**config.mk**
```make
export PLATFORM = sky130hd
export DESIGN_NAME = mi4_ctrl
export DESIGN_NICKNAME = d
export VERILOG_FILES = /design/src/rtl/core/mi4_pkg.sv /design/src/rtl/core/mi4_ctrl.sv
export SDC_FILE = /design/constraint.sdc
export NUM_CORES = 1
export LEC_CHECK = 0
export CAP_MARGIN = 25
export CORE_MARGIN = 10
export CORE_UTILIZATION = 30
export CTS_CLUSTER_DIAMETER = 50
export DETAILED_ROUTE_END_ITERATION = 7
export DONT_BUFFER_PORTS = 1
export HOLD_SLACK_MARGIN = 0.1
export SYNTH_ARGS = -nofsm -noshare
export SYNTH_HDL_FRONTEND = slang
export SYNTH_SLANG_ARGS = --single-unit
```
**constraint.sdc**
```tcl
create_clock -name clk -period 2.6 [get_ports clk]
set_input_delay 0.52 -clock clk [delete_from_list [all_inputs] [get_ports clk]]
set_output_delay 0.52 -clock clk [all_outputs]
set_load 0.02 [all_outputs]
```
**src/rtl/core/mi4_pkg.sv**
```systemverilog
// ----------------------------------------------------------------------------
// mi4_pkg
// Shared constants, command and status types, and index helpers for the
// 4x4 fixed-point matrix inverter.
// ----------------------------------------------------------------------------
`default_nettype none

package mi4_pkg;

  localparam int MAT_DIM   = 4;
  localparam int FRAC_BITS = 16;
  localparam int ELEM_W    = 32;
  localparam int N_ELEM    = MAT_DIM * MAT_DIM;
  localparam int IDX_W     = 4;
  localparam int DIM_W     = 2;
  localparam int OUT_DET_W = 64;

  // 3x3 cofactor: three products of 32-bit elements, six terms
  localparam int COF_W     = 3 * ELEM_W + 1;
  // determinant accumulator, with headroom for four terms and sign
  localparam int DET_W     = COF_W + ELEM_W + 2;
  localparam int PROD_W    = 2 * ELEM_W + 2;
  localparam int NUM_W     = COF_W + 2 * FRAC_BITS;
  localparam int DET_SHIFT = FRAC_BITS * (MAT_DIM - 1);
  localparam int DCNT_W    = 8;

  // multiplier operand select
  localparam logic [2:0] MS_ELEM = 3'd0;
  localparam logic [2:0] MS_LO   = 3'd1;
  localparam logic [2:0] MS_HI   = 3'd2;
  localparam logic [2:0] MS_C0   = 3'd3;
  localparam logic [2:0] MS_C1   = 3'd4;
  localparam logic [2:0] MS_C2   = 3'd5;

  // accumulator shift select
  localparam logic [1:0] SH_0  = 2'd0;
  localparam logic [1:0] SH_32 = 2'd1;
  localparam logic [1:0] SH_64 = 2'd2;

  typedef struct packed {
    logic             mem_we;
    logic [IDX_W-1:0] mem_waddr;
    logic [IDX_W-1:0] mem_raddr;
    logic             e_load;
    logic             hi_load;
    logic [2:0]       mul_sel;
    logic             acc_clear;
    logic             acc_add;
    logic             acc_neg;
    logic [1:0]       acc_shift;
    logic             cof_we;
    logic [IDX_W-1:0] cof_idx;
    logic             det_latch;
    logic             detv_latch;
    logic             div_init;
    logic             div_step;
    logic             emit;
    logic             sing_emit;
    logic [IDX_W-1:0] out_index;
    logic             out_last;
  } cmd_t;

  typedef struct packed {
    logic det_zero;
  } stat_t;

  // k-th index of the three that differ from i
  function automatic logic [DIM_W-1:0] other_idx(input logic [DIM_W-1:0] i,
                                                 input logic [DIM_W-1:0] k);
    return (k >= i) ? k + 2'd1 : k;
  endfunction

  // column position of row k in 3x3 permutation term t
  function automatic logic [DIM_W-1:0] perm_col(input logic [2:0] t,
                                                input logic [DIM_W-1:0] k);
    logic [5:0] p;
    case (t)
      3'd0:    p = {2'd2, 2'd1, 2'd0};
      3'd1:    p = {2'd1, 2'd2, 2'd0};
      3'd2:    p = {2'd2, 2'd0, 2'd1};
      3'd3:    p = {2'd0, 2'd2, 2'd1};
      3'd4:    p = {2'd1, 2'd0, 2'd2};
      3'd5:    p = {2'd0, 2'd1, 2'd2};
      default: p = '0;
    endcase
    return p[k*2+:2];
  endfunction

  function automatic logic perm_neg(input logic [2:0] t);
    return (t == 3'd1) || (t == 3'd2) || (t == 3'd5);
  endfunction

endpackage

`default_nettype wire

```
**src/rtl/core/mi4_ctrl.sv**
```systemverilog
// ----------------------------------------------------------------------------
// mi4_ctrl
// Sequencer: element loading, cofactor and determinant multiply-accumulate
// steps, division passes and result issue.
// ----------------------------------------------------------------------------
`default_nettype none

module mi4_ctrl (
  input  logic           clk,
  input  logic           rst,
  input  logic           start,
  output logic           busy,
  input  mi4_pkg::stat_t stat,
  output mi4_pkg::cmd_t  cmd
);
  import mi4_pkg::*;

  localparam logic [3:0] S_LOAD = 4'd0;
  localparam logic [3:0] S_COF  = 4'd1;
  localparam logic [3:0] S_CST  = 4'd2;
  localparam logic [3:0] S_DET  = 4'd3;
  localparam logic [3:0] S_ABS  = 4'd4;
  localparam logic [3:0] S_CHK  = 4'd5;
  localparam logic [3:0] S_DVI  = 4'd6;
  localparam logic [3:0] S_DIV  = 4'd7;
  localparam logic [3:0] S_EMIT = 4'd8;

  localparam logic [IDX_W-1:0]  LAST_IDX = IDX_W'(N_ELEM - 1);
  localparam logic [2:0]        LAST_TERM = 3'd5;
  localparam logic [DCNT_W-1:0] LAST_DIV = DCNT_W'(NUM_W - 1);

  logic [3:0]        state;
  logic [3:0]        state_next;
  logic [IDX_W-1:0]  cnt;
  logic [IDX_W-1:0]  ci;
  logic [2:0]        term;
  logic [2:0]        phase;
  logic [DIM_W-1:0]  j;
  logic [IDX_W-1:0]  k;
  logic [DCNT_W-1:0] dcnt;
  logic [DIM_W-1:0]  rsel;
  logic [DIM_W-1:0]  row_k;
  logic [DIM_W-1:0]  col_k;

  assign busy = (state != S_LOAD);

  always_comb begin
    case (phase)
      3'd0:    rsel = 2'd0;
      3'd1:    rsel = 2'd1;
      default: rsel = 2'd2;
    endcase
  end

  assign row_k = other_idx(ci[3:2], rsel);
  assign col_k = other_idx(ci[1:0], perm_col(term, rsel));

  always_comb begin
    state_next = state;
    case (state)
      S_LOAD: if (start && cnt == LAST_IDX) state_next = S_COF;
      S_COF:  if (term == LAST_TERM && phase == 3'd5) state_next = S_CST;
      S_CST:  state_next = (ci == LAST_IDX) ? S_DET : S_COF;
      S_DET:  if (j == 2'd3 && phase == 3'd4) state_next = S_ABS;
      S_ABS:  state_next = S_CHK;
      S_CHK:  state_next = stat.det_zero ? S_LOAD : S_DVI;
      S_DVI:  state_next = S_DIV;
      S_DIV:  if (dcnt == LAST_DIV) state_next = S_EMIT;
      S_EMIT: state_next = (k == LAST_IDX) ? S_LOAD : S_DVI;
      default: state_next = S_LOAD;
    endcase
  end

  always_ff @(posedge clk) begin
    if (rst) begin
      state <= S_LOAD;
      cnt   <= '0;
      ci    <= '0;
      term  <= '0;
      phase <= '0;
      j     <= '0;
      k     <= '0;
      dcnt  <= '0;
    end else begin
      state <= state_next;
      case (state)
        S_LOAD: begin
          if (start) cnt <= cnt + 1'b1;
          ci    <= '0;
          term  <= '0;
          phase <= '0;
        end
        S_COF: begin
          if (phase == 3'd5) begin
            phase <= '0;
            term  <= (term == LAST_TERM) ? 3'd0 : term + 3'd1;
          end else begin
            phase <= phase + 3'd1;
          end
        end
        S_CST: begin
          ci    <= ci + 1'b1;
          j     <= '0;
          phase <= '0;
        end
        S_DET: begin
          if (phase == 3'd4) begin
            phase <= '0;
            j     <= j + 1'b1;
          end else begin
            phase <= phase + 3'd1;
          end
        end
        S_CHK: k <= '0;
        S_DVI: dcnt <= '0;
        S_DIV: dcnt <= dcnt + 1'b1;
        S_EMIT: k <= k + 1'b1;
        default: begin
        end
      endcase
    end
  end

  always_comb begin
    cmd           = '0;
    cmd.mem_waddr = cnt;
    cmd.mem_we    = start && (state == S_LOAD);
    cmd.mul_sel   = MS_ELEM;
    cmd.acc_shift = SH_0;
    case (state)
      S_LOAD: cmd.acc_clear = 1'b1;
      S_COF: begin
        cmd.mem_raddr = IDX_W'(row_k * MAT_DIM + col_k);
        cmd.acc_neg   = perm_neg(term) ^ ci[2] ^ ci[0];
        case (phase)
          3'd1: cmd.e_load = 1'b1;
          3'd2: cmd.mul_sel = MS_ELEM;
          3'd3: begin
            cmd.mul_sel = MS_LO;
            cmd.hi_load = 1'b1;
          end
          3'd4: begin
            cmd.acc_add = 1'b1;
            cmd.mul_sel = MS_HI;
          end
          3'd5: begin
            cmd.acc_add   = 1'b1;
            cmd.acc_shift = SH_32;
          end
          default: begin
          end
        endcase
      end
      S_CST: begin
        cmd.cof_we    = 1'b1;
        cmd.cof_idx   = ci;
        cmd.acc_clear = 1'b1;
      end
      S_DET: begin
        cmd.mem_raddr = IDX_W'(j);
        cmd.cof_idx   = IDX_W'(j);
        case (phase)
          3'd1: cmd.mul_sel = MS_C0;
          3'd2: begin
            cmd.acc_add = 1'b1;
            cmd.mul_sel = MS_C1;
          end
          3'd3: begin
            cmd.acc_add   = 1'b1;
            cmd.acc_shift = SH_32;
            cmd.mul_sel   = MS_C2;
          end
          3'd4: begin
            cmd.acc_add   = 1'b1;
            cmd.acc_shift = SH_64;
          end
          default: begin
          end
        endcase
      end
      S_ABS: cmd.det_latch = 1'b1;
      S_CHK: begin
        cmd.sing_emit  = stat.det_zero;
        cmd.detv_latch = !stat.det_zero;
      end
      S_DVI: begin
        cmd.cof_idx  = IDX_W'(k[1:0] * MAT_DIM + k[3:2]);
        cmd.div_init = 1'b1;
      end
      S_DIV: cmd.div_step = 1'b1;
      S_EMIT: begin
        cmd.emit      = 1'b1;
        cmd.out_index = k;
        cmd.out_last  = (k == LAST_IDX);
      end
      default: begin
      end
    endcase
  end

`ifndef NO_ASSERTIONS
  a_we_idle: assert property (@(posedge clk) disable iff (rst)
    cmd.mem_we |-> !busy) else $error("store written while busy");
  a_busy_rise: assert property (@(posedge clk) disable iff (rst)
    $rose(busy) |-> $past(cnt) == LAST_IDX) else $error("busy without full matrix");
  a_last_done: assert property (@(posedge clk) disable iff (rst)
    (cmd.emit && cmd.out_last) |=> !busy) else $error("busy after last result");
  a_one_op: assert property (@(posedge clk) disable iff (rst)
    $onehot0({cmd.div_step, cmd.div_init, cmd.emit, cmd.acc_add, cmd.sing_emit}))
    else $error("conflicting datapath commands");
`endif

endmodule

`default_nettype wire

```
# Yosys cells after proc, flatten, opt, wreduce, memory -nomap -nowiden
# Cells that the tools add are included.
[op_classes] n_reduce_logical=24 eq_ne=29 n_addsub=11 mux=47 shift=1 magnitude_cmp=2 bitwise_logic=2
[ops] cell="$pmux 4 s9" n=1
[ops] cell="$pmux 6 s6" n=1
[ops] cell="$pmux 4 s2" n=3
[ops] cell="$pmux 2 s2" n=5
[ops] cell="$mux 3" n=6
[ops] cell="$pmux 3 s3" n=2
[ops] cell="$eq 4x3->1 const B" n=4
[ops] cell="$eq 4x4->1 const B" n=4
[ops] cell="$mux 4" n=4
[ops] cell="$pmux 8 s2" n=1
[ops] cell="$mux 1" n=14
[ops] cell="$add 4x1->4 const B" n=3
[ops] cell="$eq 3x2->1 const B" n=4
[ops] cell="$eq 3x3->1 const B" n=4
[ops] cell="$ne 2x2->1 const B" n=6
[ops] cell="$pmux 3 s2" n=2
[ops] cell="$pmux 4 s3" n=1
[ops] cell="$mux 2" n=5
[ops] cell="$reduce_bool 2->1" n=5
[ops] cell="$add 4x2->4" n=2
[ops] cell="$add 8x1->8 const B" n=1
[ops] cell="$eq 4x2->1 const B" n=2
[ops] cell="$eq 8x8->1 const B" n=1
[ops] cell="$add 2x1->2 const B" n=3
[ops] cell="other kinds (20)" n=32
[totals] in_bits=4 wordCells=124 register_bits=32

# Depth between registers and ports, before layout
# Gate-level depths: netlist of run 1.
[depth] depth_word=7 mapped_depth=12 ltp_nobuf=11

# Worst setup path after synthesis of run 1
# Ideal clock, no wire load.
[synth_path] path_type="register to output" from="reg phase[1]" to="out cmd[27] in the netlist's numbering" required_time_ns=2.080 path_slack_ns=-0.423 path_buffers=1 stages_incl_launch_ff=13 arrival_ns=2.503 cell_sequence="dfxtp_1 > inv_1 > ha_1 > buf_2 > nor3b_1 > o21ai_0 > and3_1 > ha_1 > nand2b_1 > a21oi_1 > a31oi_1 > xnor2_1 > o21ai_0"
[synth_rtl] element="from (decl)" line="mi4_ctrl.sv:37" rtl="logic [2:0] phase;"
[synth_rtl] element="from (signal assigned)" line="mi4_ctrl.sv:98" rtl="phase <= phase + 3'd1;"
[synth_rtl] element="from (signal assigned)" line="mi4_ctrl.sv:111" rtl="phase <= phase + 3'd1;"
[synth_rtl] element="to (decl)" line="mi4_ctrl.sv:14" rtl="output mi4_pkg::cmd_t cmd"

==> flow_summary.yaml, run 1 <==
run_status:
  outcome: "finished, violations left"
  violations: "setup timing"
sta:
  layout_setup_ws_ps: -218
  hold_violations: 0
  fmax_mhz: 355
  period_share_pct: 108
  fin_setup_tns_ps: -454
  slew_violations: 0
  maxSlewHeadroom_pct: 60.1
  rsz0062_at_grt: "yes"
  period_needed_ps: 2820
  skew_ps: 4.20
  finalSetupViolations: 3
  worst_slew_pin_slew_ps: 596
clock_network:
  cts_buffer_depth: 2
  htree_levels: 2
  insertion_delay_ps: 290
  cts_inserted_buffers: 5
  clock_sinks: 32
  cts_tree: "done"
  cts_root_buf: "clkbuf_8"
  cts.clk_slew.worst_paths_ps: 70
floorplanning:
  die_h_um: 108
  fp.dieW_um: 108
  core_area_sq_mm: 0.00765
  rows: 32
  io-pin-count: 40
  start_util_pct: 30.7
  die_area_sq_mm: 0.0118
layout:
  fillers: 787
  area_growth_pct: 25.1
  drive_gt1_share_pct: 29.4
  nets: 347
  postLayoutCoreUtil_pct: 38.4
  final_cell_area_sq_mm: 0.00293
  antenna_cells: 0
synthesis:
  synth-main-ff-cell: "dfxtp_1"
  synth_seq_cells: 32
  synth_compound_area_share_pct: 18.5
  synthDistinctLibCells: 61
  synth_fa_ha_area_share_pct: 8.54
  yosys.area_share.simple_pct: 31.5
  synth_edf_count: 0
  synthMuxAreaShare_pct: 2.61
  syn_area_per_cell_sq_um: 8.03
  async_flop_share_pct: 0
  ys_warn_count: 0
  synthesis.instances: 292
  ys_seq_area_share_pct: 27.3
  syn_area_sq_mm: 0.00234
  postSynthNetCount: 312
  synth-xor-area-share_pct: 4.48
  synth_top_family_by_area: "simple AND/OR/NAND/NOR gates"
place:
  io_buffers: 0
  place_area_sq_mm: 0.00271
  gp_congestion: 0.826
  dp_hpwl_um: 4940
detailed_routing:
  drt-initial-drc-count: 95
  antenna_left: 0
  drc: 0
  vias: 2183
  wl_per_cell_um: 15.2
  drtPass1Iterations: 4
  viasPerCell: 5.09
  routed_wl_um: 6500
global_routing:
  grt_use_met1_pct: 13.6
  grt_max_degree: 30
  grtUsageMet2_pct: 18.7
  grtUsageMet3_pct: 3.33
  grtUsageTotal_pct: 11.2
  grt_first_pass_wirelength_um: 10800
  first_global_vias: 2179
  overflow: 0
  grt.busiest_layer: "met2"
  grt_antenna_before_repair: 0
power:
  combPwrFrac_pct: 1.5
  ir_worst_vdd_mv: 0.143
  clkPwrFrac_pct: 41.5
  switchingPower_mw: 0.200
  powerDensity_mw_per_mm2: 300
  internal-power_mw: 0.679
  power_leakage_nw: 1.16
  netSwitchingFraction_pct: 22.7
  seqPwrFrac_pct: 57.0
job:
  cap_violations: 0
worst_setup_path:
  critical_path_class: "reg2out"
  endpoint_kind: "output port"
  r2r_start: "state[0]"
  cp-startpoint: "phase[1]"
  ff2ff_path_depth: 6
  setup.worst_path.start_class: "flop"
  path_max_fanout: 6
  crit_path_max_incr_delay_ps: 350
  crit_path_top_delay_cell: "dfxtp_2"
  cp_data_arrival_time_ps: 2300
  crit_required_ps: 2080
  crit_chain: "inv_4, ha_4, nor3b_4, o21ai_2, and3_4, ha_4, nand2b_4, a21oi_2, a31oi_1, xnor2_1, o21ai_2"
worst_hold_path:
  hold_start: "rst"
  hp-class: "in2reg"
  whs_path_depth: 1
[sequential cells by signal, indices dropped and copies added, names as in the netlist]
name   count
cnt        4
k          4
j          2
ci         4
phase      3
term       3
state      4
dcnt       8
[cell type report]
cell class / count / area, sq um / share of cell area, %
timing repair buffer: 45 / 338 / 11.5
tap: 102 / 128 / 4.35
clock inverter: 1 / 5.00 / 0.171
sequential: 32 / 652 / 22.2
multi-input combinational: 225 / 1670 / 56.8
clock buffer: 6 / 72.6 / 2.47
inverter: 18 / 72.6 / 2.47
[synth_stat cells, drive strengths merged (2+ instances only)]
cell / count / area, sq um
nor2: 38 / 153
dfxtp: 32 / 641
a21oi: 23 / 119
nand2: 23 / 86.3
inv: 18 / 67.6
ha: 16 / 200
buf: 14 / 86.3
nor3: 13 / 81.3
o21ai: 10 / 50.1
nand3: 9 / 45.0
xnor2: 9 / 78.8
and2: 6 / 37.5
and3: 6 / 37.5
mux2i: 5 / 50.1
nand3b: 4 / 33.8
nor2b: 4 / 25.0
nor3b: 4 / 35.0
or2: 4 / 25.0
or3: 4 / 25.0
a21o: 3 / 22.5
a221oi: 3 / 38.8
a41oi: 3 / 26.3
clkbuf: 3 / 11.3
nand2b: 3 / 18.8
nand4: 3 / 18.8
xor2: 3 / 26.3
a211oi: 2 / 20.0
a222oi: 2 / 20.0
a22oi: 2 / 15.0
and2b: 2 / 15.0
nand4b: 2 / 32.5
o22ai: 2 / 12.5
[routing by layer]
layer,vias to the layer above,wire length (um)
met5,-,0
met4,0,60
met3,5,393
met2,48,3140
met1,1031,2900
li1,1099,-
[per-stage QoR]
stage	power (mW)	setup slack, ps	hold slack [ps]	std cells
2_1_floorplan	0.531	27.3	462	292
4_1_cts	0.893	-210	283	426
5_1_grt	0.913	-341	282	429
3_3_place_gp	0.527	39.1	476	412
6_report	0.879	-218	290	429
3_5_place_dp	0.527	-15.7	488	412
[critical path, delay by kind of cell, from the launching register on]
kind / cells / cell delay, ps
AND/OR/NAND/NOR: 3 / 510
adder cells (fa/ha/maj): 2 / 380
buffers and inverters: 1 / 50
AO/OA/AOI/OAI: 4 / 560
XOR/XNOR: 1 / 140
flip-flops: 1 / 350
[worst paths after layout]
kind,end,slack (ps)
worst max-delay path,cmd[27],-220
worst min register to register,dcnt[1],500
worst min-delay path,dcnt[2],290
worst max register to register,j[0],660
[layout by cell type, fill, tap and decap left out, types with 4 or more instances in the layout]
cell / count
nor2_1: 36
and2_1: 6
clkbuf_8: 5
nor3_1: 11
xnor2_1: 8
mux2i_1: 5
a21oi_1: 20
o21ai_0: 7
or3_1: 4
nand3_1: 8
and3_1: 5
dfxtp_1: 27
ha_1: 12
or2_2: 4
inv_1: 16
nand2_1: 22
nor2b_1: 4
buf_4: 45
[power groups by stage]
stage | Sequential (mW) | Combinational, mW | Clock [mW]
floorplan | 0.512 | 0.0183 | 0
global placement | 0.514 | 0.0131 | 0
detailed placement | 0.514 | 0.0134 | 0
CTS | 0.501 | 0.0134 | 0.379
global route | 0.501 | 0.0151 | 0.397
finish | 0.501 | 0.0134 | 0.365
[repair_timing]
action / CTS / global route
resized for setup: 17 / 2
pin swaps: 8 / 2
endpoints found under the setup margin: 4 / 4
buffers inserted: 7 / 3
hold buffers: 0 / 0
[kinds of logic after synthesis]
logic type,Yosys count
xor gates and xnor gates,12
DFF,32
muxes,6
adders and majority gates,16
AOI/OAI and AO/OA,61
and+or+nand+nor,130
buffers and inverters,35
Note: power is estimated with default switching activity, not from simulation.
==> inputs of run 2 (changes only) <==
--- a/config.mk
+++ b/config.mk
@@ -7,11 +7,12 @@
 export LEC_CHECK = 0
 export CAP_MARGIN = 25
 export CORE_MARGIN = 10
-export CORE_UTILIZATION = 30
+export CORE_UTILIZATION = 49
 export CTS_CLUSTER_DIAMETER = 50
 export DETAILED_ROUTE_END_ITERATION = 7
 export DONT_BUFFER_PORTS = 1
 export HOLD_SLACK_MARGIN = 0.1
+export PLACE_DENSITY = 0.66
 export SYNTH_ARGS = -nofsm -noshare
 export SYNTH_HDL_FRONTEND = slang
 export SYNTH_SLANG_ARGS = --single-unit
==> flow_summary.yaml, run 2 (synthesis results as in run 1) <==
power:
  powerDensity_mw_per_mm2: 353
  finalPower_mw: 1.00
  power_leakage_nw: 1.14
  ir_worst_vdd_mv: 0.251
worst_setup_path:
  critPathCapture: "cmd[27]"
  path_max_fanout: 8
  endpoint_kind: "output port"
  crit_chain: "and2_1, ha_1, o21ai_2, and3_4, ha_4, nand2b_4, a21oi_2, a31oi_1, xnor2_1, o21ai_2"
  ff2ff_path_depth: 6
  crit_required_ps: 2080
  cpMostUsedCell: "o21ai_2"
  cp-startpoint: "term[0]"
  crit_path_max_incr_delay_ps: 360
  reg2reg_setup_slack_ps: 620
  setup.worst_path.start_class: "flop"
  path_buf_inv: 0
  cp_data_arrival_time_ps: 2310
  cp.depth: 10
  r2r_start: "state[2]"
  critical_path_class: "reg2out"
  crit_path_top_delay_cell: "dfxtp_2"
  rr_endpoint: "cnt[3]"
  critPathTopFamily: "compound AO/OA/AOI/OAI gates"
floorplanning:
  die_area_sq_mm: 0.00795
  io-pin-count: 40
  core_area_sq_mm: 0.00469
  start_util_pct: 50.0
  rows: 25
  fp.dieW_um: 89.2
  die_h_um: 89.2
sta:
  period_needed_ps: 2830
  maxSlewHeadroom_pct: 61.4
  rsz0062_at_grt: "yes"
  hold_violations: 0
  fmax_mhz: 353
  slew_violations: 0
  skew_ps: 4.42
  finalSetupViolations: 2
  period_share_pct: 109
  worst_slew_pin_slew_ps: 575
  layout_setup_ws_ps: -230
detailed_routing:
  drtPass1Iterations: 5
  drc: 0
  route.met3.wl_um: 341
  wl_per_cell_um: 15.6
  viasPerCell: 5.75
  dr.max_layer_used: "met4"
  wl_met2_um: 2800
  vias: 2169
  wl_met1_um: 2630
  routed_wl_um: 5880
  antenna_left: 0
  drt-initial-drc-count: 181
clock_network:
  cts_buffer_depth: 2
  htree_levels: 2
  cts_tree: "done"
  clock_sinks: 32
  insertion_delay_ps: 290
  cts.clk_slew.worst_paths_ps: 70
  cts_inserted_buffers: 5
  cts_root_buf: "clkbuf_8"
  holdBufCountCts: 0
worst_hold_path:
  hp-class: "in2reg"
  hold_start: "rst"
global_routing:
  first_global_vias: 2005
  grt_antenna_before_repair: 0
  grtUsageTotal_pct: 15.4
  grt_first_pass_wirelength_um: 9640
  overflow: 0
  grt_max_degree: 30
layout:
  area_growth_pct: 21.0
  drive_gt1_share_pct: 27.6
  nets: 342
  fillers: 425
  most-common-layout-cells: "buf_4, nor2_1, dfxtp_1, nand2_1, a21oi_1"
  top_register: "dcnt"
  antenna_cells: 0
  largest_reg_flops: 8
  final_cells: 377
  final_common_cell: "buf_4"
place:
  gp_congestion: 0.890
  dp_hpwl_um: 4350
  io_buffers: 0
  dp.cells: 362
run_status:
  violations: "setup timing"
  outcome: "finished, violations left"
job:
  cap_violations: 0
[run 2: changes by cell type in the layout (fill, tap and decap cells not counted), sizes merged]
cell      before  now
bufinv         0    1
clkbuf         6    5
buf           45   40
clkinvlp       0    1
[run 2: final cells by class]
cell class	count	area, sq um	area share [%]
Clock buffer	5	68.8	2.43
Clock inverter	3	42.5	1.50
Inverter	18	67.6	2.38
Tap cell	54	67.6	2.38
Timing Repair Buffer	40	300	10.6
Sequential cell	32	648	22.8
Multi-Input combinational cell	225	1640	57.9
[run 2: timing repair]
action                                  CTS  global route
pin swaps                                 6             2
endpoints found under the setup margin    4             6
buffers inserted                          6             1
gates resized for setup                   8             3
gates cloned                              0             0
[run 2: where the power goes]
group	internal, mW	total, mW	switching, mW
combinational	0.00590	0.0127	0.00681
clock	0.283	0.487	0.204
sequential	0.493	0.502	0.00884
[run 2: worst min path at each step]
| stage | to | slack, ps | cells after the start |
|---|---|---|---|
| floorplan | dcnt[1] | 460 | 2 |
| global placement | dcnt[1] | 480 | 2 |
| detailed placement | dcnt[1] | 480 | 2 |
| CTS | term[2] | 270 | 1 |
| global route | term[2] | 270 | 1 |
| finish | term[2] | 280 | 1 |
[run 2: worst register-to-register path, cell delays in order, from the launching register on]
cell	delay, ps
dfxtp_1	310
buf_4	200
nor4_2	550
and2_1	450
nand4_1	160
xor2_1	170
nor2_1	50
[run 2: per-layer routing]
layer | vias to the layer above | track usage, %
met5 | - | 0
met4 | 0 | 5.92
met3 | 9 | 4.28
met2 | 39 | 24.6
met1 | 1027 | 19.0
li1 | 1094 | -
[run 2: per-stage QoR]
stage / worst slack, ps / area, sq um / TNS [ps] / hold WS (ps) / util [%]
2_1_floorplan: 27.3 / 2430 / 0 / 462 / -
3_3_place_gp: 33.8 / 2640 / 0 / 477 / 56.2
3_5_place_dp: -0.278 / 2640 / -0.278 / 483 / 56.2
4_1_cts: -205 / 2810 / -383 / 271 / 60.0
5_1_grt: -365 / 2840 / -853 / 268 / 60.5
6_report: -230 / 2840 / -450 / 283 / 60.5
